File: src/rtl/core/trs_pkg.sv
// Package for the timed relay button sequencer.
// Holds the phase codes, the register indexes, the reset values and the shared structs.
// No dependencies.
package trs_pkg;

  typedef logic [2:0] phase_t;

  localparam phase_t PH_POWER_WAIT  = 3'd0;
  localparam phase_t PH_PERIOD_WAIT = 3'd1;
  localparam phase_t PH_PANEL_HELD  = 3'd2;
  localparam phase_t PH_GAP         = 3'd3;
  localparam phase_t PH_FILTER_HELD = 3'd4;
  localparam phase_t PH_RUNNING     = 3'd5;
  localparam phase_t PH_FINAL_HELD  = 3'd6;

  localparam int unsigned CFG_INDEX_W = 3;
  typedef logic [CFG_INDEX_W-1:0] cfg_index_t;

  localparam cfg_index_t REG_POWER_ON_DELAY = 3'd0;
  localparam cfg_index_t REG_PRESS_TIME     = 3'd1;
  localparam cfg_index_t REG_PRESS_GAP      = 3'd2;
  localparam cfg_index_t REG_RUN_TIME       = 3'd3;
  localparam cfg_index_t REG_CYCLE_PERIOD   = 3'd4;

  localparam logic [31:0] POWER_ON_DELAY_RST = 32'd5000;
  localparam logic [31:0] PRESS_TIME_RST     = 32'd500;
  localparam logic [31:0] PRESS_GAP_RST      = 32'd3000;
  localparam logic [31:0] RUN_TIME_RST       = 32'd7200000;
  localparam logic [31:0] CYCLE_PERIOD_RST   = 32'd86184000;

  typedef struct packed {
    logic [31:0] power_on_delay_ms;
    logic [31:0] press_time_ms;
    logic [31:0] press_gap_ms;
    logic [31:0] run_time_ms;
    logic [31:0] cycle_period_ms;
  } cfg_t;

  typedef struct packed {
    phase_t      phase;
    logic [31:0] last_change_ms;
    logic [31:0] cycle_start_ms;
    logic        panel_level;
    logic        filter_level;
    logic        led_level;
  } seq_state_t;

endpackage

File: src/rtl/core/trs_step.sv
// Next-state logic of the sequencer for one timestamp.
// One wrapping subtract and one unsigned compare select the phase change.
// Depends on trs_pkg.
module trs_step (
  input  trs_pkg::seq_state_t cur,
  input  trs_pkg::cfg_t       cfg,
  input  logic [31:0]         now_ms,
  output trs_pkg::seq_state_t nxt
);
  import trs_pkg::*;

  logic [31:0] since;
  logic [31:0] span;
  logic [31:0] elapsed;
  logic        done;

  always_comb begin
    since = cur.last_change_ms;
    span  = cfg.press_time_ms;
    case (cur.phase)
      PH_POWER_WAIT: span = cfg.power_on_delay_ms;
      PH_PERIOD_WAIT: begin
        since = cur.cycle_start_ms;
        span  = cfg.cycle_period_ms;
      end
      PH_GAP:     span = cfg.press_gap_ms;
      PH_RUNNING: span = cfg.run_time_ms;
      default:    span = cfg.press_time_ms;
    endcase
  end

  assign elapsed = now_ms - since;
  assign done    = (elapsed >= span);

  always_comb begin
    nxt = cur;
    unique case (cur.phase)
      PH_POWER_WAIT, PH_PERIOD_WAIT: begin
        if (done) begin
          nxt.led_level      = 1'b1;
          nxt.panel_level    = 1'b1;
          nxt.cycle_start_ms = now_ms;
          nxt.last_change_ms = now_ms;
          nxt.phase          = PH_PANEL_HELD;
        end
      end
      PH_PANEL_HELD: begin
        if (done) begin
          nxt.panel_level    = 1'b0;
          nxt.last_change_ms = now_ms;
          nxt.phase          = PH_GAP;
        end
      end
      PH_GAP: begin
        if (done) begin
          nxt.filter_level   = 1'b1;
          nxt.last_change_ms = now_ms;
          nxt.phase          = PH_FILTER_HELD;
        end
      end
      PH_FILTER_HELD: begin
        if (done) begin
          nxt.filter_level   = 1'b0;
          nxt.last_change_ms = now_ms;
          nxt.phase          = PH_RUNNING;
        end
      end
      PH_RUNNING: begin
        if (done) begin
          nxt.panel_level    = 1'b1;
          nxt.last_change_ms = now_ms;
          nxt.phase          = PH_FINAL_HELD;
        end
      end
      PH_FINAL_HELD: begin
        if (done) begin
          nxt.panel_level    = 1'b0;
          nxt.led_level      = 1'b0;
          nxt.last_change_ms = now_ms;
          nxt.phase          = PH_PERIOD_WAIT;
        end
      end
      default: begin
        nxt.last_change_ms = now_ms;
        nxt.phase          = PH_POWER_WAIT;
      end
    endcase
  end

endmodule

File: src/rtl/core/timed_relay_button_sequencer.sv
// Top level of the timed relay button sequencer.
// Input register, next-state logic in trs_step, result register and configuration registers.
// Depends on trs_pkg and trs_step.
//
// Each accepted now_ms timestamp advances the seven-phase relay sequencer once and yields
// one transfer on the output channel with the relay, LED and phase levels after that update.
// A timestamp goes from input transfer to output transfer through the input register, then
// the result register; one timestamp is accepted every cycle while the output is not stalled;
// the rate is set by the single state update per cycle, a 32-bit subtract and compare.
// Elapsed times wrap modulo 2^32; cfg_ready is always high. The user writes registers through the
// cfg port only while the block is idle, which the block does not enforce; writes to indexes beyond 4 are ignored.
module timed_relay_button_sequencer (
  input  logic                clk,
  input  logic                rst,
  input  logic                in_valid,
  output logic                in_stall,
  input  logic [31:0]         now_ms,
  output logic                out_valid,
  input  logic                out_stall,
  output logic                panel_relay,
  output logic                filter_relay,
  output logic                busy_led,
  output logic [2:0]          phase,
  input  logic                cfg_valid,
  output logic                cfg_ready,
  input  trs_pkg::cfg_index_t cfg_index,
  input  logic [31:0]         cfg_data
);
  import trs_pkg::*;

  cfg_t        cfg;
  seq_state_t  state;
  seq_state_t  state_next;
  logic        hold_valid;
  logic [31:0] hold_now;
  logic        advance;

  assign cfg_ready = 1'b1;
  assign advance   = hold_valid && (!out_valid || !out_stall);
  assign in_stall  = hold_valid && !advance;

  always_ff @(posedge clk) begin
    if (rst) begin
      cfg.power_on_delay_ms <= POWER_ON_DELAY_RST;
      cfg.press_time_ms     <= PRESS_TIME_RST;
      cfg.press_gap_ms      <= PRESS_GAP_RST;
      cfg.run_time_ms       <= RUN_TIME_RST;
      cfg.cycle_period_ms   <= CYCLE_PERIOD_RST;
    end else if (cfg_valid && cfg_ready) begin
      unique case (cfg_index)
        REG_POWER_ON_DELAY: cfg.power_on_delay_ms <= cfg_data;
        REG_PRESS_TIME:     cfg.press_time_ms     <= cfg_data;
        REG_PRESS_GAP:      cfg.press_gap_ms      <= cfg_data;
        REG_RUN_TIME:       cfg.run_time_ms       <= cfg_data;
        REG_CYCLE_PERIOD:   cfg.cycle_period_ms   <= cfg_data;
        default: ;
      endcase
    end
  end

  always_ff @(posedge clk) begin
    if (rst) begin
      hold_valid <= 1'b0;
    end else if (!in_stall) begin
      hold_valid <= in_valid;
    end
  end

  always_ff @(posedge clk) begin
    if (in_valid && !in_stall) begin
      hold_now <= now_ms;
    end
  end

  trs_step u_step (
    .cur    (state),
    .cfg    (cfg),
    .now_ms (hold_now),
    .nxt    (state_next)
  );

  always_ff @(posedge clk) begin
    if (rst) begin
      state     <= '0;
      out_valid <= 1'b0;
    end else if (advance) begin
      state     <= state_next;
      out_valid <= 1'b1;
    end else if (!out_stall) begin
      out_valid <= 1'b0;
    end
  end

  assign panel_relay  = state.panel_level;
  assign filter_relay = state.filter_level;
  assign busy_led     = state.led_level;
  assign phase        = state.phase;

endmodule

File: config.mk
export PLATFORM = sky130hd
export DESIGN_NAME = timed_relay_button_sequencer
export DESIGN_NICKNAME = d
export VERILOG_FILES = /design/src/rtl/core/trs_pkg.sv /design/src/rtl/core/trs_step.sv /design/src/rtl/core/timed_relay_button_sequencer.sv
export SDC_FILE = /design/constraint.sdc
export NUM_CORES = 1
export LEC_CHECK = 0
export BUFFER_PORTS_ARGS = -buffer_cell sky130_fd_sc_hd__clkbuf_2
export CAP_MARGIN = 30
export CORE_MARGIN = 2
export CORE_UTILIZATION = 55
export DETAILED_ROUTE_END_ITERATION = 8
export PLACE_DENSITY = 0.72
export SLEW_MARGIN = 20
export SYNTH_ARGS = -nofsm -noshare
export SYNTH_HDL_FRONTEND = slang
export SYNTH_SLANG_ARGS = --single-unit
File: constraint.sdc
create_clock -name clk -period 7.35 [get_ports clk]
set_input_delay 0.3675 -clock clk [delete_from_list [all_inputs] [get_ports clk]]
set_output_delay 0.3675 -clock clk [all_outputs]
set_load 0.005 [all_outputs]
==> results of run 1 <==
-- state kept, by name (all words and copies together) (netlist names) --
signal,flops
panel_relay,1
hold_now,32
phase,3
hold_valid,1
busy_led,1
state,64
filter_relay,1
out_valid,1
cfg,160
-- cells by family after synthesis --
logic type | synth area share
xor gates and xnor gates | 0.0176
and+or+nand+nor | 0.198
muxes | 0.0545
buffers and inverters | 0.0398
other | 0.000291
adders and majority gates | 0.0634
DFF | 0.434
AOI/OAI and AO/OA | 0.192
-- how the worst min path moves through the flow --
| stage | to | slack (ns) | cells past startpoint |
|---|---|---|---|
| 2_1_floorplan | state[3]$_SDFFE_PP0P_ | 0.43 | 2 |
| 3_3_place_gp | cfg[118]$_SDFFE_PP0P_ | 0.44 | 2 |
| 3_5_place_dp | cfg[118]$_SDFFE_PP0P_ | 0.44 | 2 |
| 4_1_cts | hold_valid$_SDFFE_PP0N_ | 0.02 | 2 |
| 5_1_grt | hold_valid$_SDFFE_PP0N_ | 0.05 | 2 |
| 6_report | hold_valid$_SDFFE_PP0N_ | 0.04 | 2 |
-- metal layers --
| metal | GRT usage | up-vias |
|---|---|---|
| met5 | 0 | - |
| met2 | 0.441 | 385 |
| met1 | 0.388 | 5275 |
| met3 | 0.0407 | 66 |
| met4 | 0.0771 | 0 |
| li1 | - | 5559 |
-- what timing repair did --
action                                  in CTS  in global routing
buffers inserted                             0                  0
endpoints found under the setup margin       0                  0
hold buffers                                32                  0
endpoints found under the hold margin       32                  0
-- power groups by stage --
stage               clock (mW)  sequential [mW]  combinational [mW]
finish                    1.45             1.63                1.51
global route              1.53             1.64                1.70
CTS                       1.47             1.62                1.51
detailed placement           0             1.65                1.48
global placement             0             1.65                1.44
floorplan                    0             1.63                1.11
-- cells in the final DEF, fill, tap and decap left out, drive strengths merged, types with 50 or more instances in the layout --
cell | netlist | final
clkbuf | 91 | 122
a21oi | 158 | 158
nor2 | 88 | 88
dfxtp | 232 | 232
mux2i | 68 | 68
o21ai | 50 | 50
ha | 63 | 63
nand3 | 53 | 53
nand2 | 441 | 441
-- area by class of cell --
cell class | instances | area (sq um)
fill | 2048 | 8540
multi-input combinational | 1181 | 6820
sequential | 264 | 5610
timing repair buffer | 131 | 868
clock buffer | 44 | 862
tap | 319 | 399
clock inverter | 9 | 96.3
inverter | 15 | 57.6
antenna | 1 | 2.50
-- per-stage QoR --
stage           util  std cells  hold slack, ns  instance area (sq um)  total power [mW]
6_report       0.633       1964          0.0372                  14700              4.59
5_1_grt        0.633       1963          0.0488                  14700              4.87
4_1_cts        0.633       1963          0.0219                  14700              4.60
3_5_place_dp   0.578       1878           0.443                  13400              3.13
3_3_place_gp   0.578       1878           0.438                  13400              3.09
2_1_floorplan      -       1569           0.431                  12900              2.74
==> metrics.csv, run 1 <==
stage,metric,value,unit
drt,met2_length,15.2,mm
drt,drt_first_pass_iters,6,
global_route,overflow,0,
pwr,netSwitchingPower,1.57,mW
drt,highest_layer,met4,
synth,yosysMostFrequentCell,nand2_1,
drt,drtAntennaViolNets,0,
pwr,power_leakage,5.74,nW
synth,netlist.area_leader.share,0.360,
worst_setup_path,cp_slowest_cell,buf_4,
sta,setup_viol,0,
cells_and_area,layout.nets,1758,
placed_design,place_congestion,0.871,
sta,period_needed,6.04,ns
worst_setup_path,critPathKind,register to register,
worst_setup_path,reg2reg_from,phase[1]$_SDFFE_PP0P_,
drt,post-route-drc-count,0,
worst_hold_path,hp-class,input port to register,
sta,worst_pin_slew,0.938,ns
pwr,power_frac_comb,0.330,
worst_setup_path,cp-endpoint,state[21]$_SDFFE_PP0P_,
worst_setup_path,critPathArrivalTime,6.53,ns
worst_setup_path,required,7.84,ns
global_route,grt_pass1_vias,10900,
sta,rsz0062_at_grt,no,
die,io-pin-count,81,
cells_and_area,area.growth.synth_to_final,14.0,%
cts,htree_num_levels,1,
worst_setup_path,crit_fanout,32,
pwr,seq_power_share,0.354,
worst_setup_path,critPathMaxStageDelay,0.52,ns
worst_setup_path,cp_num_cells,23,
global_route,grtUsageTotal,0.276,
drt,wl_met1,15.4,mm
placed_design,pre_cts_ws,1.31,ns
sta,hold_violations,0,
pwr,p_int,3.02,mW
drt,drt_iter0_drc,813,
pwr,p_sw_frac,0.342,
cells_and_area,drive_gt1_frac,0.103,
worst_setup_path,path_buf_inv,2,
drt,routed_wl,33.8,mm
synth,synth_cell_type_count,65,
die,die_area,0.0247,sq mm
sta,clock_skew,0.0101,ns
placed_design,port_buffers,79,
cts,post_cts_resized,0,
worst_setup_path,r2r_end,state[21]$_SDFFE_PP0P_,
global_route,antenna_found_initial,1,
worst_setup_path,critPathLaunchType,register,
sta,fin_crit_sh,0.821,
cts,clk_latency,0.57,ns
cts,cts_tree,yes,
synth,synth_top_flop_cell,dfxtp_1,
cts,clock_path_buffers,3,
placed_design,place_hpwl,20.7,mm
worst_setup_path,crit_path_start,phase[1]$_SDFFE_PP0P_,
worst_hold_path,min_from,in_valid,
job,drv_cap,0,
drt,num_vias,11300,
die,dieHeight,157,um
worst_setup_path,r2r_cells,23,
drt,wire_per_inst,17.2,um
drt,met3_length,2.32,mm
die,die_w,157,um
worst_setup_path,r2r_setup_slack,1.31,ns
pwr,pwr-share-clk,0.316,
sta,fmax,0.166,GHz
synth,synth_warnings,0,
sta,slew-limit-headroom,0.373,
status,status,completed,
pwr,pwr_density_cell,312,mW/mm^2
synth,synthTopCellsByCount,"nand2_1 (441), dfxtp_1 (232), a21oi_1 (156)",
die,std_cell_rows,56,
synth,yosys.area.top_type,dfxtp_1,
cts,path_clk_slew,0.06,ns
global_route,grt_pass1_wl,55.3,mm
sta,final_max_slew_viol_count,0,
synth,synth_area_per_cell,8.22,sq um
worst_setup_path,critical_path.top_delay_family,compound AO/OA/AOI/OAI gates,
die,core,0.0233,sq mm
synth,ys_ff_latch,264,
sta,layout_setup_ws,1.31,ns
synth,synthArstFlopShare,0,
sta,fin_tns_setup,0,ns
synth,syn_area,0.0129,sq mm
synth,synth.area.top_cells,"dfxtp_1 (36%), nand2_1 (13%), edfxtp_1 (7.4%)",
cts,clkSinkCount,264,
cts,clock-root-buffer,clkbuf_16,
worst_setup_path,path_cells,inv_1 -> nand2_1 -> nor2_4 -> mux2_2 -> ha_1 -> fa_1 -> nor2b_1 -> o2111ai_1 -> a21oi_1 -> o211a_1 -> o31ai_1 -> and2_1 -> o21a_1 -> o311ai_0 -> ha_1 -> nand4_1 -> nor3_1 -> a221o_1 -> a21oi_2 -> o21a_1 -> nor4_4 -> buf_4 -> mux2i_1,
synth,synthesis.nets,1705,
die,start_util,0.555,
worst_setup_path,crit_path_end_kind,register,
global_route,grt_max_degree,83,
synth,synth_enable_flop_cells,32,
synth,synthCells,1569,
drt,avgViaCountPerCell,5.75,
cts,cts_buffers,29,
pwr,peakVddDrop,207,uV
synth,seq_area_frac_synth,0.434,
(Power assumes the default switching activity.)
==> run 2, diff against run 1 <==
--- a/config.mk
+++ b/config.mk
@@ -5,12 +5,13 @@
 export SDC_FILE = /design/constraint.sdc
 export NUM_CORES = 1
 export LEC_CHECK = 0
+export ABC_AREA = 1
 export BUFFER_PORTS_ARGS = -buffer_cell sky130_fd_sc_hd__clkbuf_2
 export CAP_MARGIN = 30
 export CORE_MARGIN = 2
 export CORE_UTILIZATION = 55
 export DETAILED_ROUTE_END_ITERATION = 8
-export PLACE_DENSITY = 0.72
+export PLACE_DENSITY = 0.75
 export SLEW_MARGIN = 20
 export SYNTH_ARGS = -nofsm -noshare
 export SYNTH_HDL_FRONTEND = slang
==> constraint.sdc (replaced) <==
create_clock -name clk -period 4.9 [get_ports clk]
set_input_delay 0.245 -clock clk [delete_from_list [all_inputs] [get_ports clk]]
set_output_delay 0.245 -clock clk [all_outputs]
set_load 0.005 [all_outputs]
==> run 2 against run 1 <==
Compared with the run above: cell area rose by 7.2%; sequential power rose by 58%; clock-buffer cell count fell by 1; critical path type unchanged; largest cell class unchanged; highest routed layer unchanged.
==> metrics.csv, run 2 <==
stage,metric,value,unit,change
pwr,finalPower,9.43,mW,was 4.59 mW
cells_and_area,mostFrequentLayoutCell,nand2_1,,unchanged
drt,drtAntennaViolNets,0,,unchanged
synth,synth.area.top_cells,"dfxtp_1 (34%), nand2_1 (9.0%), nor2_1 (8.0%)",,"was dfxtp_1 (36%), nand2_1 (13%), edfxtp_1 (7.4%)"
cts,clk_latency,0.57,ns,about the same
cells_and_area,layout_common_cells,"nand2_1 (322), nor2_1 (286), dfxtp_1 (231)",,"was nand2_1 (441), dfxtp_1 (230), a21oi_1 (156)"
placed_design,place_hpwl,23.5,mm,was 20.7 mm
cells_and_area,layout.nets,2069,,was 1758
synth,synthArstFlopShare,0,,unchanged
synth,synth_enable_flop_cells,32,,unchanged
pwr,netSwitchingPower,4.11,mW,was 1.57 mW
sta,final_max_slew_viol_count,0,,unchanged
sta,slew-limit-headroom,0.373,,about the same
synth,synth_area_per_cell,7.37,sq um,was 8.22 sq um
global_route,grtUsageTotal,0.294,,was 0.276
global_route,grt_pass1_vias,12500,,was 10900
global_route,grt_max_degree,77,,was 83
worst_setup_path,crit_fanout,62,,was 32
synth,syn_area,0.0135,sq mm,was 0.0129 sq mm
pwr,p_int,5.32,mW,was 3.02 mW
pwr,peakVddDrop,574,uV,was 207 uV
die,dieHeight,161,um,was 157 um
synth,seq_area_frac_synth,0.414,,was 0.434
sta,worst_pin_slew,0.938,ns,about the same
sta,fmax,0.222,GHz,was 0.166 GHz
die,die_w,161,um,was 157 um
worst_setup_path,critPathKind,register to register,,unchanged
pwr,pwr_density_cell,598,mW/mm^2,was 312 mW/mm^2
cts,cts_tree,yes,,unchanged
die,start_util,0.558,,was 0.555
worst_hold_path,hp-class,input port to register,,unchanged
drt,num_vias,12900,,was 11300
sta,clock_skew,0.0199,ns,was 0.0101 ns
cells_and_area,area.growth.synth_to_final,16.5,%,was 14.0%
pwr,power_leakage,6.90,nW,was 5.74 nW
synth,synth_cell_type_count,46,,was 65
synth,yosys.area.top_type,dfxtp_1,,unchanged
cts,cts_buffers,28,,was 29
cells_and_area,fin_area,0.0158,sq mm,was 0.0147 sq mm
global_route,overflow,0,,unchanged
synth,ys_ff_latch,264,,unchanged
drt,post-route-drc-count,0,,unchanged
die,core,0.0242,sq mm,was 0.0233 sq mm
cts,htree_num_levels,1,,unchanged
cts,path_clk_slew,0.06,ns,about the same
worst_setup_path,required,5.39,ns,was 7.84 ns
sta,setup_viol,0,,unchanged
synth,netlist.area_leader.share,0.343,,was 0.360
global_route,grt_use_met2,0.497,,was 0.441
cells_and_area,top_register,cfg,,unchanged
global_route,antenna_found_initial,0,,was 1
synth,synthTopCellsByCount,"nand2_1 (323), nor2_1 (290), dfxtp_1 (232)",,"was nand2_1 (441), dfxtp_1 (232), a21oi_1 (156)"
worst_setup_path,critPathArrivalTime,5.00,ns,was 6.53 ns
cells_and_area,reg_top3,"cfg (160), state (64), hold_now (32)",,unchanged
drt,drt_iter0_drc,1333,,was 813
placed_design,pre_cts_ws,0.301,ns,was 1.31 ns
synth,synth_warnings,0,,unchanged
die,io-pin-count,81,,unchanged
pwr,p_sw_frac,0.436,,was 0.342
drt,drt_first_pass_iters,6,,unchanged
cells_and_area,largest_reg_flops,160,,unchanged
die,die_area,0.0259,sq mm,was 0.0247 sq mm
sta,hold_violations,0,,unchanged
global_route,met3_usage,0.0408,,was 0.0407
worst_setup_path,crit_path_end_kind,register,,unchanged
cells_and_area,drive_gt1_frac,0.126,,was 0.103
sta,fin_tns_setup,0,ns,unchanged
cts,clock_path_buffers,3,,unchanged
cells_and_area,fill_cells,2086,,was 2048
synth,synthesis.nets,1974,,was 1705
synth,yosysMostFrequentCell,nand2_1,,unchanged
sta,period_needed,4.51,ns,was 6.04 ns
placed_design,port_buffers,79,,unchanged
cts,clkSinkCount,264,,unchanged
worst_setup_path,r2r_setup_slack,0.39,ns,was 1.31 ns
cells_and_area,antenna_cells,0,,was 1
drt,wire_per_inst,16.7,um,was 17.2 um
placed_design,dpl_cell_area,0.0142,sq mm,was 0.0134 sq mm
die,std_cell_rows,57,,was 56
job,drv_cap,0,,unchanged
global_route,met1_usage,0.396,,was 0.388
synth,synthCells,1838,,was 1569
sta,fin_crit_sh,0.920,,was 0.821
placed_design,place_congestion,0.939,,was 0.871
global_route,grt_busiest_layer,met2,,unchanged
sta,layout_setup_ws,0.390,ns,was 1.31 ns
global_route,grt_pass1_wl,62.9,mm,was 55.3 mm
status,status,completed,,unchanged
pwr,seq_power_share,0.272,,was 0.354
drt,avgViaCountPerCell,5.68,,was 5.75
pwr,power_frac_comb,0.506,,was 0.330
synth,synth_top_flop_cell,dfxtp_1,,unchanged
worst_setup_path,critPathLaunchType,register,,unchanged
drt,routed_wl,38.0,mm,was 33.8 mm
cts,clock-root-buffer,clkbuf_16,,unchanged
pwr,pwr-share-clk,0.222,,was 0.316
sta,rsz0062_at_grt,no,,unchanged
## run 2: cell count changes after synthesis, moves of 31 or more
cell | previous run | this run
inv_1 | 14 | 112
a22o_1 | 32 | 0
a21oi_1 | 156 | 110
mux2i_1 | 68 | 0
nand2_1 | 441 | 323
nor2_2 | 0 | 33
a21oi_2 | 2 | 33
nor2_1 | 88 | 290
o21ai_0 | 50 | 209
nand3_1 | 53 | 172
## run 2: final cells by class
type / instances / area, sq um / share of cell area
timing repair buffer: 176 / 1390 / 0.0878
sequential: 264 / 5610 / 0.355
clock inverter: 8 / 90.1 / 0.00571
inverter: 114 / 430 / 0.0273
tap: 324 / 405 / 0.0257
clock buffer: 43 / 827 / 0.0524
multi-input combinational: 1349 / 7030 / 0.446
## run 2: metal layers
| metal | routed length [um] | up-vias | share of wire |
|---|---|---|---|
| li1 | - | 6331 | - |
| met1 | 16500 | 6079 | 0.44 |
| met2 | 17900 | 464 | 0.47 |
| met3 | 2710 | 71 | 0.071 |
| met4 | 808 | 0 | 0.021 |
| met5 | 0 | - | 0 |
## run 2: stage by stage
step                      cells   util  hold WS [ns]
after global placement     2160  0.583         0.422
after floorplan            1838      -         0.344
after CTS                  2277  0.649      0.000575
after detailed placement   2161  0.584         0.424
after global routing       2278  0.651        0.0342
final                      2278  0.651        0.0266
## run 2: critical path: stages, from the launching register on
cell	delay (ns)
dfxtp_2	0.42
nor2_4	0.05
nand2_2	0.11
buf_12	0.23
o21ai_0	0.14
ha_1	0.37
nand2_1	0.15
o21ai_0	0.32
a21oi_1	0.08
o21ai_1	0.21
nand2_1	0.11
o211ai_1	0.15
xor2_1	0.19
inv_1	0.07
ha_1	0.29
a21oi_1	0.17
nor2_1	0.06
nor2_1	0.11
nand3_1	0.13
nor2_4	0.22
nand3_4	0.12
nand2_4	0.23
clkbuf_16	0.29
a21oi_1	0.07
nor2_1	0.12
## run 2: cell families after synthesis
group,after synthesis,synth area share
XOR/XNOR,25,0.0162
other,1,0.000277
flip-flops,264,0.414
buffers and inverters,225,0.0693
AND/OR/NAND/NOR,846,0.265
AO/OA/AOI/OAI,413,0.176
adder cells (fa/ha/maj),64,0.0597
## run 2: power by group through the flow
stage	clock network, mW	registers, mW	logic (mW)
after global placement	0	2.60	4.51
after CTS	2.12	2.56	4.69
after detailed placement	0	2.61	4.61
after floorplan	0	2.57	3.52
final	2.09	2.57	4.77
after global routing	2.21	2.59	5.37
## run 2: worst paths after layout
check                         from                     end  cells after the start
max          phase[1]$_SDFFE_PP0P_  state[66]$_SDFFE_PP0P_                     24
min                   cfg_data[29]   cfg[157]$_SDFFE_PP0P_                      3
max reg2reg  phase[1]$_SDFFE_PP0P_  state[66]$_SDFFE_PP0P_                     24
min reg2reg  cfg[104]$_SDFFE_PP1P_   cfg[104]$_SDFFE_PP1P_                      2
## run 2: what timing repair did
| action | in CTS | in global routing |
|---|---|---|
| buffers inserted | 0 | 0 |
| endpoints found under the setup margin | 0 | 57 |
| gates resized for setup | 0 | 6 |
| hold buffers | 65 | 0 |
| endpoints found under the hold margin | 139 | 0 |
